--- src/hdl/chpio_pkg.sv ---
// ----------------------------------------------------------------------------
// chpio_pkg
// Shared codes, register offsets, types and helpers for the high I/O page.
// ----------------------------------------------------------------------------
package chpio_pkg;

  // event codes carried in the request kind
  localparam logic [3:0] CMD_READ    = 4'd0;
  localparam logic [3:0] CMD_WRITE   = 4'd1;
  localparam logic [3:0] CMD_DIV     = 4'd2;
  localparam logic [3:0] CMD_TIMA    = 4'd3;
  localparam logic [3:0] CMD_DISPLAY = 4'd4;
  localparam logic [3:0] CMD_BUTTON  = 4'd5;
  localparam logic [3:0] CMD_SET_IRQ = 4'd6;
  localparam logic [3:0] CMD_CLR_IRQ = 4'd7;
  localparam logic [3:0] CMD_SYNC    = 4'd8;

  // register offsets within the page
  localparam logic [7:0] OFS_P1   = 8'h00;
  localparam logic [7:0] OFS_SB   = 8'h01;
  localparam logic [7:0] OFS_SC   = 8'h02;
  localparam logic [7:0] OFS_DIV  = 8'h04;
  localparam logic [7:0] OFS_TIMA = 8'h05;
  localparam logic [7:0] OFS_TMA  = 8'h06;
  localparam logic [7:0] OFS_TAC  = 8'h07;
  localparam logic [7:0] OFS_IF   = 8'h0F;
  localparam logic [7:0] OFS_STAT = 8'h41;
  localparam logic [7:0] OFS_LY   = 8'h44;
  localparam logic [7:0] OFS_LYC  = 8'h45;
  localparam logic [7:0] OFS_DMA  = 8'h46;
  localparam logic [7:0] OFS_IE   = 8'hFF;

  localparam logic [7:0] IO_RESET     = 8'hFF;
  localparam logic [7:0] SERIAL_START = 8'h81;
  localparam logic [7:0] VBLANK_LINE  = 8'd144;
  localparam logic [7:0] IF_READ_ONES = 8'hE0;
  localparam logic [7:0] STAT_RD_ONES = 8'h80;
  localparam logic [7:0] STAT_WR_MASK = 8'hF8;

  localparam int unsigned PAGE_DEPTH = 256;
  localparam int unsigned IO_DEPTH   = 128;

  // access to the page ram
  typedef struct packed {
    logic       rd_en;
    logic       wr_en;
    logic [7:0] addr;
    logic [7:0] wdata;
  } mem_req_t;

  // one result item
  typedef struct packed {
    logic [7:0]  serial_byte;
    logic        serial_valid;
    logic [15:0] dma_source;
    logic        dma_start;
    logic        div_reset_flag;
    logic [2:0]  timer_control;
    logic [7:0]  active_interrupts;
    logic [7:0]  read_data;
  } result_t;

  // level of the lcd status interrupt line
  function automatic logic stat_line(input logic [7:0] stat);
    logic mode_hit;
    logic lyc_hit;
    case (stat[1:0])
      2'd0:    mode_hit = stat[3];
      2'd1:    mode_hit = stat[4];
      2'd2:    mode_hit = stat[5];
      default: mode_hit = 1'b0;
    endcase
    lyc_hit = stat[2] & stat[6];
    return mode_hit | lyc_hit;
  endfunction

endpackage

--- src/hdl/chpio_page_ram.sv ---
// ----------------------------------------------------------------------------
// chpio_page_ram
// Page ram for plain i/o bytes and high ram, one access a cycle, registered
// read; i/o bytes that were never written read as the reset value.
// ----------------------------------------------------------------------------
module chpio_page_ram (
  input  logic                clk,
  input  logic                rst,
  input  chpio_pkg::mem_req_t req,
  output logic [7:0]          rdata
);

  logic [7:0] mem [chpio_pkg::PAGE_DEPTH];
  logic [chpio_pkg::IO_DEPTH-1:0] io_valid;
  logic [7:0] mem_q;
  logic       hit_q;

  // storage array
  always_ff @(posedge clk) begin
    if (req.wr_en) begin
      mem[req.addr] <= req.wdata;
    end
    if (req.rd_en) begin
      mem_q <= mem[req.addr];
    end
  end

  // written marks for the i/o half, high ram carries none
  always_ff @(posedge clk) begin
    if (rst) begin
      io_valid <= '0;
      hit_q    <= 1'b0;
    end else begin
      if (req.wr_en && !req.addr[7]) begin
        io_valid[req.addr[6:0]] <= 1'b1;
      end
      if (req.rd_en) begin
        hit_q <= req.addr[7] | io_valid[req.addr[6:0]];
      end
    end
  end

  assign rdata = hit_q ? mem_q : chpio_pkg::IO_RESET;

endmodule

--- src/hdl/console_high_page_io_registers.sv ---
// ----------------------------------------------------------------------------
// console_high_page_io_registers
// I/O register page, high ram and interrupt enable of a handheld console.
// ----------------------------------------------------------------------------
// One request on the slave side is one event: s_tuser carries the command,
// s_tdata the address offset, write byte, display line and mode, button and
// interrupt number. Every request gives exactly one result on the master
// side: read byte, pending interrupts, timer control, divider reset flag,
// dma start and source, serial send and byte.
// Timer, divider, interrupt, lcd, joypad and serial registers sit in flops;
// the remaining i/o bytes and high ram live in a 256 x 8 page ram whose
// read is registered.
// A result passes through the ram read stage and then the output register
// before it is presented on the master side.
// Throughput: one request per cycle, bounded by the single ram port.
// When the receiver stalls, one result waits in the output register and one
// more in the read stage; s_tready drops only when both are full.
// Reset: i/o bytes read 0xFF, interrupt enable, buttons and the divider
// flag are zero; written marks clear at once, so no clearing pass is run.
// High ram holds whatever it powers up with until it is written.
// ----------------------------------------------------------------------------
module console_high_page_io_registers (
  input  logic        clk,
  input  logic        rst,
  input  logic        s_tvalid,
  output logic        s_tready,
  // page_offset[7:0], write_data[15:8], line_number[23:16],
  // display_mode[25:24], button_index[28:26], button_pressed[29],
  // irq_number[32:30], zero fill [39:33]
  input  logic [39:0] s_tdata,
  // command[3:0]
  input  logic [3:0]  s_tuser,
  output logic        m_tvalid,
  input  logic        m_tready,
  // read_data[7:0], active_interrupts[15:8], timer_control[18:16],
  // div_reset_flag[19], dma_start[20], dma_source[36:21], serial_valid[37],
  // serial_byte[45:38], zero fill [47:46]
  output logic [47:0] m_tdata
);

  // request fields
  logic [3:0] command;
  logic [7:0] page_offset;
  logic [7:0] write_data;
  logic [7:0] line_number;
  logic [1:0] display_mode;
  logic [2:0] button_index;
  logic       button_pressed;
  logic [2:0] irq_number;

  assign command        = s_tuser;
  assign page_offset    = s_tdata[7:0];
  assign write_data     = s_tdata[15:8];
  assign line_number    = s_tdata[23:16];
  assign display_mode   = s_tdata[25:24];
  assign button_index   = s_tdata[28:26];
  assign button_pressed = s_tdata[29];
  assign irq_number     = s_tdata[32:30];

  // register file in flops
  logic [3:0] p1_hi, p1_hi_next;
  logic [7:0] sb, sb_next;
  logic [7:0] sc, sc_next;
  logic [7:0] div_cnt, div_cnt_next;
  logic [7:0] tima, tima_next;
  logic [7:0] tma, tma_next;
  logic [7:0] tac, tac_next;
  logic [7:0] if_reg, if_reg_next;
  logic [7:0] stat, stat_next;
  logic [7:0] ly, ly_next;
  logic [7:0] lyc, lyc_next;
  logic [7:0] ie, ie_next;
  logic [7:0] buttons, buttons_next;
  logic       div_pend, div_pend_next;

  // pipeline
  logic                accept;
  logic                a_valid;
  logic                a_use_mem;
  chpio_pkg::result_t  a_res;
  logic                a_move;
  logic                o_valid;
  chpio_pkg::result_t  o_res;
  chpio_pkg::result_t  res;
  logic                use_mem;
  chpio_pkg::mem_req_t mem_req;
  logic [7:0]          mem_rdata;
  logic [3:0]          pad_lo;
  logic [3:0]          pad_hi;
  logic                stat_before;

  assign a_move   = a_valid && (!o_valid || m_tready);
  assign s_tready = !a_valid || !o_valid || m_tready;
  assign accept   = s_tvalid && s_tready;

  // event decode and next register values
  always_comb begin
    p1_hi_next    = p1_hi;
    sb_next       = sb;
    sc_next       = sc;
    div_cnt_next  = div_cnt;
    tima_next     = tima;
    tma_next      = tma;
    tac_next      = tac;
    if_reg_next   = if_reg;
    stat_next     = stat;
    ly_next       = ly;
    lyc_next      = lyc;
    ie_next       = ie;
    buttons_next  = buttons;
    div_pend_next = div_pend;
    res           = '0;
    use_mem       = 1'b0;
    mem_req.rd_en = accept;
    mem_req.wr_en = 1'b0;
    mem_req.addr  = page_offset;
    mem_req.wdata = write_data;
    pad_lo        = p1_hi[0] ? 4'h0 : buttons[3:0];
    pad_hi        = p1_hi[1] ? 4'h0 : buttons[7:4];
    stat_before   = chpio_pkg::stat_line(stat);

    case (command)
      chpio_pkg::CMD_READ: begin
        if (page_offset == chpio_pkg::OFS_IE) begin
          res.read_data = ie;
        end else if (page_offset[7]) begin
          use_mem = 1'b1;
        end else begin
          case (page_offset)
            chpio_pkg::OFS_P1:   res.read_data = {p1_hi, ~(pad_lo | pad_hi)};
            chpio_pkg::OFS_SB:   res.read_data = sb;
            chpio_pkg::OFS_SC:   res.read_data = sc;
            chpio_pkg::OFS_DIV:  res.read_data = div_cnt;
            chpio_pkg::OFS_TIMA: res.read_data = tima;
            chpio_pkg::OFS_TMA:  res.read_data = tma;
            chpio_pkg::OFS_TAC:  res.read_data = tac;
            chpio_pkg::OFS_IF:   res.read_data = if_reg | chpio_pkg::IF_READ_ONES;
            chpio_pkg::OFS_STAT: res.read_data = stat | chpio_pkg::STAT_RD_ONES;
            chpio_pkg::OFS_LY:   res.read_data = ly;
            chpio_pkg::OFS_LYC:  res.read_data = lyc;
            default:             use_mem = 1'b1;
          endcase
        end
      end
      chpio_pkg::CMD_WRITE: begin
        if (page_offset == chpio_pkg::OFS_IE) begin
          ie_next = write_data;
        end else if (page_offset[7]) begin
          mem_req.wr_en = accept;
        end else begin
          case (page_offset)
            chpio_pkg::OFS_P1:   p1_hi_next = write_data[7:4];
            chpio_pkg::OFS_SB:   sb_next = write_data;
            chpio_pkg::OFS_SC: begin
              if (write_data == chpio_pkg::SERIAL_START) begin
                res.serial_valid = 1'b1;
                res.serial_byte  = sb;
                sc_next          = 8'h00;
              end
            end
            chpio_pkg::OFS_DIV: begin
              div_cnt_next  = 8'h00;
              div_pend_next = 1'b1;
            end
            chpio_pkg::OFS_TIMA: tima_next = write_data;
            chpio_pkg::OFS_TMA:  tma_next = write_data;
            chpio_pkg::OFS_TAC:  tac_next = write_data;
            chpio_pkg::OFS_IF:   if_reg_next = write_data;
            chpio_pkg::OFS_STAT: begin
              stat_next = (stat & ~chpio_pkg::STAT_WR_MASK)
                        | (write_data & chpio_pkg::STAT_WR_MASK);
            end
            chpio_pkg::OFS_LY:   ly_next = ly;
            chpio_pkg::OFS_LYC:  lyc_next = write_data;
            chpio_pkg::OFS_DMA: begin
              res.dma_start  = 1'b1;
              res.dma_source = {write_data, 8'h00};
            end
            default:             mem_req.wr_en = accept;
          endcase
        end
      end
      chpio_pkg::CMD_DIV: begin
        div_cnt_next = div_cnt + 8'd1;
      end
      chpio_pkg::CMD_TIMA: begin
        // overflow reloads from the modulo and raises the timer interrupt
        if (tima == 8'hFF) begin
          tima_next      = tma;
          if_reg_next[2] = 1'b1;
        end else begin
          tima_next = tima + 8'd1;
        end
      end
      chpio_pkg::CMD_DISPLAY: begin
        ly_next   = line_number;
        stat_next = {stat[7:3], (line_number == lyc), display_mode};
        if (ly < chpio_pkg::VBLANK_LINE && line_number >= chpio_pkg::VBLANK_LINE) begin
          if_reg_next[0] = 1'b1;
        end
        if (!stat_before && chpio_pkg::stat_line(stat_next)) begin
          if_reg_next[1] = 1'b1;
        end
      end
      chpio_pkg::CMD_BUTTON: begin
        buttons_next[button_index] = button_pressed;
      end
      chpio_pkg::CMD_SET_IRQ: begin
        if_reg_next[irq_number] = 1'b1;
      end
      chpio_pkg::CMD_CLR_IRQ: begin
        if_reg_next[irq_number] = 1'b0;
      end
      chpio_pkg::CMD_SYNC: begin
        res.div_reset_flag = div_pend;
        div_pend_next      = 1'b0;
      end
      default: begin
        res.read_data = 8'h00;
      end
    endcase

    res.active_interrupts = ie_next & if_reg_next;
    res.timer_control     = tac_next[2:0];
  end

  chpio_page_ram u_ram (
    .clk   (clk),
    .rst   (rst),
    .req   (mem_req),
    .rdata (mem_rdata)
  );

  // register file update
  always_ff @(posedge clk) begin
    if (rst) begin
      p1_hi    <= 4'hF;
      sb       <= chpio_pkg::IO_RESET;
      sc       <= chpio_pkg::IO_RESET;
      div_cnt  <= chpio_pkg::IO_RESET;
      tima     <= chpio_pkg::IO_RESET;
      tma      <= chpio_pkg::IO_RESET;
      tac      <= chpio_pkg::IO_RESET;
      if_reg   <= chpio_pkg::IO_RESET;
      stat     <= chpio_pkg::IO_RESET;
      ly       <= chpio_pkg::IO_RESET;
      lyc      <= chpio_pkg::IO_RESET;
      ie       <= 8'h00;
      buttons  <= 8'h00;
      div_pend <= 1'b0;
    end else if (accept) begin
      p1_hi    <= p1_hi_next;
      sb       <= sb_next;
      sc       <= sc_next;
      div_cnt  <= div_cnt_next;
      tima     <= tima_next;
      tma      <= tma_next;
      tac      <= tac_next;
      if_reg   <= if_reg_next;
      stat     <= stat_next;
      ly       <= ly_next;
      lyc      <= lyc_next;
      ie       <= ie_next;
      buttons  <= buttons_next;
      div_pend <= div_pend_next;
    end
  end

  // read stage and output register valid flags
  always_ff @(posedge clk) begin
    if (rst) begin
      a_valid <= 1'b0;
      o_valid <= 1'b0;
    end else begin
      if (accept) begin
        a_valid <= 1'b1;
      end else if (a_move) begin
        a_valid <= 1'b0;
      end
      if (a_move) begin
        o_valid <= 1'b1;
      end else if (m_tready) begin
        o_valid <= 1'b0;
      end
    end
  end

  // payload of both stages, ram data merged on the way out
  always_ff @(posedge clk) begin
    if (accept) begin
      a_res     <= res;
      a_use_mem <= use_mem;
    end
    if (a_move) begin
      o_res           <= a_res;
      o_res.read_data <= a_use_mem ? mem_rdata : a_res.read_data;
    end
  end

  assign m_tvalid = o_valid;
  assign m_tdata  = {2'b00, o_res};

`ifndef NO_ASSERTIONS
  // back pressure only when both result slots are occupied
  assert property (@(posedge clk) disable iff (rst)
    !s_tready |-> (a_valid && o_valid))
    else $error("request refused with a free result slot");

  // a waiting read stage always reaches an empty output register
  assert property (@(posedge clk) disable iff (rst)
    (a_valid && !o_valid) |=> o_valid)
    else $error("read stage did not advance");

  // a divider write leaves the reset flag pending
  assert property (@(posedge clk) disable iff (rst)
    (accept && command == chpio_pkg::CMD_WRITE && page_offset == chpio_pkg::OFS_DIV)
    |=> div_pend)
    else $error("divider reset flag not set");

  // timer overflow raises the timer interrupt flag
  assert property (@(posedge clk) disable iff (rst)
    (accept && command == chpio_pkg::CMD_TIMA && tima == 8'hFF) |=> if_reg[2])
    else $error("timer overflow without interrupt flag");
`endif

endmodule
--- config.mk ---
export PLATFORM = sky130hd
export DESIGN_NAME = console_high_page_io_registers
export DESIGN_NICKNAME = d
export VERILOG_FILES = /design/src/hdl/chpio_pkg.sv /design/src/hdl/chpio_page_ram.sv /design/src/hdl/console_high_page_io_registers.sv
export SDC_FILE = /design/constraint.sdc
export NUM_CORES = 2
export LEC_CHECK = 0
export BUFFER_PORTS_ARGS = -buffer_cell sky130_fd_sc_hd__buf_4
export CORE_MARGIN = 5
export CORE_UTILIZATION = 50
export CTS_CLUSTER_DIAMETER = 120
export DETAILED_ROUTE_END_ITERATION = 10
export GPL_TIMING_DRIVEN = 0
export PLACE_DENSITY = 0.65
export SLEW_MARGIN = 20
export SYNTH_ARGS = -nofsm -noshare
export SYNTH_HDL_FRONTEND = slang
export SYNTH_SLANG_ARGS = --single-unit
--- constraint.sdc ---
create_clock -name clk -period 5 [get_ports clk]
set_input_delay 1 -clock clk [delete_from_list [all_inputs] [get_ports clk]]
set_output_delay 1 -clock clk [all_outputs]
set_load 0.01 [all_outputs]
# Word-level counts from Yosys, hierarchy flattened
# Memory sizes are Yosys's and may differ from the RTL's. A register that Yosys moved wholly into a read port is not among the register bits.
# Cells that the tools add are included.
[classes] n_eq_ne=32 magnitude_cmp=8 n_reduce_logical=45 n_addsub=2 n_mux=65 bitwise=21
[ops] cell="8-bit 2-to-1 mux" count=16
[ops] cell="128-bit bitwise OR" count=1
[ops] cell="8-bit one-hot mux with 11 select lines" count=1
[ops] cell="5-bit AND reduction" count=9
[ops] cell="8-bit by 3-bit == test with 1-bit output, second input constant" count=4
[ops] cell="8-bit by 7-bit == test with 1-bit output, second input constant" count=4
[ops] cell="8-bit one-hot mux with 2 select lines" count=2
[ops] cell="1-bit 2-to-1 mux" count=25
[ops] cell="8-bit == test, second input constant" count=3
[ops] cell="7-bit 2-to-1 mux" count=3
[ops] cell="8-bit by 1-bit adder with 8-bit output, second input constant" count=2
[ops] cell="8-bit AND" count=2
[ops] cell="4-bit by 3-bit == test with 1-bit output, second input constant" count=4
[ops] cell="5-bit one-hot mux with 3 select lines" count=1
[ops] cell="7-bit one-hot mux with 2 select lines" count=1
[ops] cell="3-bit 2-to-1 mux" count=4
[ops] cell="6-bit AND reduction" count=2
[ops] cell="2-bit nonzero test" count=6
[ops] cell="12-bit OR reduction" count=1
[ops] cell="11-bit OR reduction" count=1
[ops] cell="8-bit bitwise mux" count=1
[ops] cell="4-bit by 2-bit == test with 1-bit output, second input constant" count=2
[ops] cell="8-bit by 1-bit == test with 1-bit output, second input constant" count=1
[ops] cell="8-bit by 2-bit == test with 1-bit output, second input constant" count=1
[ops] cell="41 further kinds" count=76
[totals] elab_cells=212 ram_bits=2048 mem_count=1 regBits=324 inputBits=48
[memory_table] memory="u_ram.mem" words=256 word_bits=8 read_ports=1 rd_clocked_by_memory_dff=1 wr=1 line_no="chpio_page_ram.sv:13" text="logic [7:0] mem [chpio_pkg::PAGE_DEPTH];"

# Depth between registers and ports, before layout
[depth] ltp_word=10 mapped_depth=11

# By module
# Synthesis repeated with hierarchy kept, for this count alone.
[hier_totals] hier_cells=4967 area_unflattened_um2=92811.5
[modules_own_cells] mod="chpio_page_ram" instances=1 seq_area_each_um2=64321.7 area_per_inst_um2=84407.2 cells_each=4139
[modules_own_cells] mod="console_high_page_io_registers" instances=1 seq_area_each_um2=4214.0 area_per_inst_um2=8404.3 cells_each=828

# Worst setup path after synthesis
# OpenSTA, ideal clock, no wires.
[synth_timing] path_type="input to register" from="input m_tready" to="register o_res (netlist bit m_tdata[0]), enable pin" path_slack_ns=0.672 n_path_buf=0 arrival_time_ns=3.837 stages=2 cell_sequence="inv_1 -> a21boi_0"
[synth_between] elab_chain_len=2
[synth_rtl] element="start, declared" line_no="console_high_page_io_registers.sv:34" text="input logic m_tready,"
[synth_rtl] element="1-bit logical OR" line_no="console_high_page_io_registers.sv:92" text="assign a_move = a_valid && (!o_valid || m_tready);"
[synth_rtl] element="1-bit logical AND" line_no="console_high_page_io_registers.sv:92"
[synth_rtl] element="via a_move" line_no="console_high_page_io_registers.sv:81" text="logic a_move;"
[synth_rtl] element="end signal, assigned" line_no="console_high_page_io_registers.sv:295" text="o_res <= a_res;"
[synth_rtl] element="end, declared" line_no="console_high_page_io_registers.sv:83" text="chpio_pkg::result_t o_res;"
# The timed path passes the listed nets, and every way through them passes these cells.
# A chain may end at the register's enable or synchronous reset.

# Worst setup path after layout
[layout_timing] from="input s_tdata[1]" to="memory u_ram.mem[112][6], enable pin"
[layout_between] elab_chain_len=8 word_cells_on_any_way=20 cone_classes="eq/ne: 12; mux: 6; reduce/logical: 2"
[layout_rtl] element="start, declared" line_no="console_high_page_io_registers.sv:30" text="input logic [39:0] s_tdata,"
[layout_rtl] element="8-bit by 7-bit == test with 1-bit output, or another cell as far along" line_no="console_high_page_io_registers.sv:151" text="case (page_offset)"
[layout_rtl] element="12-bit OR reduction (no line)"
[layout_rtl] element="1-bit 2-to-1 mux" line_no="console_high_page_io_registers.sv:151"
[layout_rtl] element="1-bit 2-to-1 mux" line_no="console_high_page_io_registers.sv:148" text="end else if (page_offset[7]) begin"
[layout_rtl] element="1-bit 2-to-1 mux" line_no="console_high_page_io_registers.sv:146" text="if (page_offset == chpio_pkg::OFS_IE) begin"
[layout_rtl] element="1-bit 2-to-1 mux" line_no="console_high_page_io_registers.sv:122" text="case (command)"
[layout_rtl] element="1-bit 2-to-1 mux" line_no="chpio_page_ram.sv:20" text="if (req.wr_en) begin"
[layout_rtl] element="1-bit 2-to-1 mux (implied by the code)" line_no="chpio_page_ram.sv:21" text="mem[req.addr] <= req.wdata;"
[layout_rtl] element="end, declared" line_no="chpio_page_ram.sv:13"
# Parallel ways exist; a longest one is shown, timed or not.

==> report_table.html <==
<table>
<tr><th>Metric</th><th>Value</th></tr>
<tr><th colspan="2">Placement</th></tr>
<tr><td>DPL Wire Length</td><td>220000 um</td></tr>
<tr><td>Pre-CTS setup slack</td><td>-1.49 ns</td></tr>
<tr><td>Placed inst area</td><td>97900 um^2</td></tr>
<tr><td>Number of buffers inserted by port buffering</td><td>71</td></tr>
<tr><td>Gp weighted congestion</td><td>1.02</td></tr>
<tr><th colspan="2">Synthesis</th></tr>
<tr><td>Prevailing post-synth register cell</td><td>sky130_fd_sc_hd__edfxtp_1</td></tr>
<tr><td>Count of unique library cells instantiated by Yosys</td><td>76</td></tr>
<tr><td>Xor-xnor portion of the synthesized cell area</td><td>0.171%</td></tr>
<tr><td>Cells after synthesis</td><td>4759</td></tr>
<tr><td>Compound-gate portion of the synthesized area</td><td>3.19%</td></tr>
<tr><td>Cells taking the most area after synthesis</td><td>sky130_fd_sc_hd__edfxtp_1 (69%), sky130_fd_sc_hd__mux4_2 (15%), sky130_fd_sc_hd__dfxtp_1 (4.9%)</td></tr>
<tr><td>Multiplexer share of the synthesized area</td><td>16.3%</td></tr>
<tr><td>Register bit total from synthesis</td><td>2357</td></tr>
<tr><td>Combinational family with the most area after synthesis</td><td>multiplexers</td></tr>
<tr><td>Fraction of registers with async set/reset</td><td>0%</td></tr>
<tr><td>Sequential element share of the synthesized area</td><td>74.4%</td></tr>
<tr><td>Cell taking the most area after synthesis</td><td>sky130_fd_sc_hd__edfxtp_1</td></tr>
<tr><td>Number of enable flip-flop cells after synthesis</td><td>2133</td></tr>
<tr><td>Post-synthesis share of cell area spent on and, or, nand and nor gates</td><td>4.31%</td></tr>
<tr><td>Area of the mapped netlist</td><td>92200 um^2</td></tr>
<tr><td>Avg Cell Area, Syn</td><td>19.4 um^2</td></tr>
<tr><td>Area fraction of the dominant cell type after synthesis</td><td>69.5%</td></tr>
<tr><td>Warnings, synthesis</td><td>0</td></tr>
<tr><td>Adder-cell area share of the yosys netlist</td><td>0.0271%</td></tr>
<tr><th colspan="2">Clocking</th></tr>
<tr><td>Level count of the clock H-tree</td><td>4</td></tr>
<tr><td>Clock tree from TritonCTS</td><td>yes</td></tr>
<tr><td>Total clock buffers created by CTS</td><td>228</td></tr>
<tr><td>Bufs on Longest Clock Path</td><td>3</td></tr>
<tr><td>Sinks on Clock Net</td><td>2357</td></tr>
<tr><td>CTS clock-pin slew for the worst setup and hold paths</td><td>0.06 ns</td></tr>
<tr><td>Cell at the root of the clock tree</td><td>sky130_fd_sc_hd__clkbuf_16</td></tr>
<tr><td>Clk_lat worst skew</td><td>0.88 ns</td></tr>
<tr><th colspan="2">Timing</th></tr>
<tr><td>Measured slew at the worst slew-check pin</td><td>1.34 ns</td></tr>
<tr><td>Number of endpoints failing setup at the final stage</td><td>520</td></tr>
<tr><td>PnR worst setup slack</td><td>-0.362 ns</td></tr>
<tr><td>Hold slack final</td><td>0.374 ns</td></tr>
<tr><td>Max-slew violation total from the final report</td><td>0</td></tr>
<tr><td>Post-Route Skew</td><td>0.0568 ns</td></tr>
<tr><td>Max Freq</td><td>186 MHz</td></tr>
<tr><td>Share of the cycle needed by the critical path after routing</td><td>107%</td></tr>
<tr><td>RSZ-0062 raised after global routing</td><td>yes</td></tr>
<tr><td>Minimum clock period</td><td>5.36 ns</td></tr>
<tr><td>Worst slew margin relative to its limit</td><td>10.6%</td></tr>
<tr><td>Number of hold-slack violations in the final timing report</td><td>0</td></tr>
<tr><th colspan="2">Global routing</th></tr>
<tr><td>Global Route met3 Usage</td><td>12.1%</td></tr>
<tr><td>Busiest layer in global routing</td><td>met2</td></tr>
<tr><td>Total GRT Usage</td><td>34.1%</td></tr>
<tr><td>Met1 usage in global routing</td><td>43.0%</td></tr>
<tr><td>Number of global-route vias before repair</td><td>50600</td></tr>
<tr><td>Maximum number of pins on one net before global-route repair</td><td>142</td></tr>
<tr><td>Number of antenna violations at the first check in global routing</td><td>20</td></tr>
<tr><td>Met2 Usage GRT</td><td>49.8%</td></tr>
<tr><td>Wire length of the first global-routing pass</td><td>440000 um</td></tr>
<tr><td>Total global routing overflow</td><td>0</td></tr>
<tr><th colspan="2">Cells and area</th></tr>
<tr><td>Final design instance area without fill</td><td>106000 um^2</td></tr>
<tr><td>Max reg flops</td><td>2048</td></tr>
<tr><td>P&amp;R area growth vs syn</td><td>14.8%</td></tr>
<tr><td>Share of layout cells above drive strength 1</td><td>25.3%</td></tr>
<tr><td>Register with the most flip-flops</td><td>u_ram.mem</td></tr>
<tr><td>Largest registers</td><td>u_ram.mem: 2048 flops, u_ram.io_valid: 128 flops</td></tr>
<tr><td>Nets@finish</td><td>5282</td></tr>
<tr><td>Fillcell total</td><td>13500</td></tr>
<tr><th colspan="2">Power and ir drop</th></tr>
<tr><td>Static leakage</td><td>33.9 nW</td></tr>
<tr><td>Power density cells</td><td>398 nW/um^2</td></tr>
<tr><td>Maximum vdd ir drop</td><td>0.000324 V</td></tr>
<tr><th colspan="2">Die</th></tr>
<tr><td>Starting utilization of the core area</td><td>50.3%</td></tr>
<tr><td>Die height</td><td>439 um</td></tr>
<tr><td>Die X</td><td>439 um</td></tr>
<tr><td>Floorplan die area</td><td>193000 um^2</td></tr>
<tr><td>Num rows</td><td>157</td></tr>
<tr><td>Top Ports</td><td>98</td></tr>
<tr><td>Core box area</td><td>183000 um^2</td></tr>
<tr><th colspan="2">Critical path</th></tr>
<tr><td>Startpoint-to-endpoint class of the critical path</td><td>in2reg</td></tr>
<tr><td>Launching element type of the critical path</td><td>input port</td></tr>
<tr><td>Arrival time at the worst endpoint</td><td>5.87 ns</td></tr>
<tr><td>Critical Path RT</td><td>5.51 ns</td></tr>
<tr><td>CP Capture Type</td><td>flip-flop</td></tr>
<tr><td>Crit path max fanout</td><td>10</td></tr>
<tr><th colspan="2">Drt</th></tr>
<tr><td>Number of vias in the routed layout</td><td>53700</td></tr>
<tr><td>Final wirelength</td><td>329000 um</td></tr>
<tr><td>Routed vias/inst</td><td>6.80</td></tr>
<tr><td>Wirelength per Cell</td><td>41.7 um</td></tr>
<tr><td>Number of detailed-route iterations in the first pass</td><td>9</td></tr>
<tr><td>Post-route ant nets</td><td>0</td></tr>
<tr><td>Starting DRT DRC Count</td><td>9184</td></tr>
<tr><td>Drc violations</td><td>0</td></tr>
<tr><th colspan="2">Worst hold path</th></tr>
<tr><td>Tightest Hold Check Type</td><td>in2reg</td></tr>
<tr><th colspan="2">Outcome</th></tr>
<tr><td>Result of the run</td><td>finished with violations</td></tr>
<tr><td>Violations in the final reports</td><td>negative setup slack</td></tr>
<tr><th colspan="2">Flow run</th></tr>
<tr><td>Max-cap check violation count</td><td>0</td></tr>
</table>
## path summary, 6_finish.rpt
path / start / to / slack (ns) / depth (start not counted)
worst min-delay path: s_tdata[24] / stat[0] / 0.37 / 3
worst max-delay path: s_tdata[1] / u_ram.mem[112][6] / -0.36 / 9
worst max register to register: m_tvalid / u_ram.mem[60][2] / 0.66 / 7
worst min register to register: a_res[17] / m_tdata[17] / 0.41 / 0
## cell usage after synthesis, types with 13 or more instances
library cell               instances
sky130_fd_sc_hd__a211oi_1         14
sky130_fd_sc_hd__buf_4            29
sky130_fd_sc_hd__nor3_1           39
sky130_fd_sc_hd__o22ai_1          17
sky130_fd_sc_hd__edfxtp_1       2133
sky130_fd_sc_hd__and2_1           24
sky130_fd_sc_hd__nor2_1          427
sky130_fd_sc_hd__dfxtp_1         224
sky130_fd_sc_hd__mux2i_1          92
sky130_fd_sc_hd__xor2_1           13
sky130_fd_sc_hd__a31oi_1          16
sky130_fd_sc_hd__inv_1            19
sky130_fd_sc_hd__a22oi_1          86
sky130_fd_sc_hd__buf_1            31
sky130_fd_sc_hd__mux4_2          620
sky130_fd_sc_hd__o21ai_0          42
sky130_fd_sc_hd__mux2_2           13
sky130_fd_sc_hd__nor4_1           13
sky130_fd_sc_hd__nand2_1         199
sky130_fd_sc_hd__nand4_1          14
sky130_fd_sc_hd__clkbuf_1        145
sky130_fd_sc_hd__nand3_1          56
sky130_fd_sc_hd__nor2b_1          26
sky130_fd_sc_hd__a22o_1           15
sky130_fd_sc_hd__a21oi_1         175
sky130_fd_sc_hd__o211ai_1         17
sky130_fd_sc_hd__buf_2            90
## worst max-delay path, cell delays in order
cell                       delay, ns
sky130_fd_sc_hd__buf_4          0.15
sky130_fd_sc_hd__buf_2          0.29
sky130_fd_sc_hd__buf_2          0.54
sky130_fd_sc_hd__buf_2          0.40
sky130_fd_sc_hd__buf_16         0.22
sky130_fd_sc_hd__nor3_1         0.75
sky130_fd_sc_hd__nand2_1        0.78
sky130_fd_sc_hd__clkbuf_2       0.67
sky130_fd_sc_hd__nor2_1         0.99
## power by group
part / internal [mW] / switching [mW] / total [mW] / leakage [nW]
clock network: 9.97 / 7.75 / 17.7 / 3.72
logic: 0.827 / 1.90 / 2.73 / 9.03
registers: 21.6 / 0.0438 / 21.6 / 21.1
## cell families after synthesis
logic type               count (synthesis)
AO/OA/AOI/OAI                          455
XOR/XNOR                                18
adder cells (fa/ha/maj)                  2
buffers and inverters                  324
flip-flops                            2357
multiplexers                           725
other                                    1
AND/OR/NAND/NOR                        877
## stage by stage
stage | setup TNS (ns) | util, % | power (mW) | std cells
after floorplan | 0 | - | 23.1 | 4872
after global placement | -2249.08 | 52.5 | 24.5 | 7407
after detailed placement | -994.21 | 53.4 | 24.7 | 7469
after CTS | -4.22 | 57.7 | 42.0 | 7888
after global routing | -0.326 | 57.7 | 42.9 | 7886
final | -78.36 | 57.7 | 42.1 | 7899
## routing by layer
layer	wire length [um]	up-vias	share of wire, %
met4	27900	8	8.5
met2	145000	4546	44
met1	111000	27800	34
met3	45300	1088	14
met5	46	-	0.014
li1	-	20300	-
## area by class of cell
class | count | area, um^2 | share of cell area [%]
Clock inverter | 150 | 1750 | 1.65
Timing Repair Buffer | 133 | 2090 | 1.98
Inverter | 20 | 75.1 | 0.0710
Tap cell | 2464 | 3080 | 2.91
Sequential cell | 2357 | 68500 | 64.8
Buffer | 301 | 1530 | 1.45
Antenna cell | 13 | 32.5 | 0.0308
Clock buffer | 270 | 5930 | 5.61
Multi-Input combinational cell | 2191 | 22800 | 21.5
## cells in the final DEF, fill, tap and decap left out, drive strengths merged, types with 10 or more instances in the layout
| cell | instances |
|---|---|
| edfxtp | 2133 |
| mux4 | 620 |
| nor2 | 427 |
| clkbuf | 413 |
| buf | 291 |
| dfxtp | 224 |
| nand2 | 200 |
| a21oi | 175 |
| conb | 114 |
| clkinv | 110 |
| mux2i | 92 |
| a22oi | 86 |
| nand3 | 56 |
| nor3 | 48 |
| o21ai | 43 |
| bufinv | 28 |
| nor2b | 26 |
| inv | 26 |
| and2 | 25 |
| o22ai | 17 |
| o211ai | 17 |
| nor4 | 17 |
| a31oi | 16 |
| a22o | 15 |
| nand4 | 14 |
| a211oi | 14 |
| diode | 13 |
| mux2 | 13 |
| xor2 | 13 |
| nand2b | 12 |
| and3 | 10 |
## what timing repair did
item | 4_1_cts | 5_1_grt
hold endpoints to repair | 0 | 0
hold buffers | 0 | 0
endpoints found under the setup margin | 478 | 146
setup buffers | 0 | 0
pin swaps | 0 | 0
gates resized for setup | 47 | 3
No activity file was read; power rests on OpenSTA's default activity.
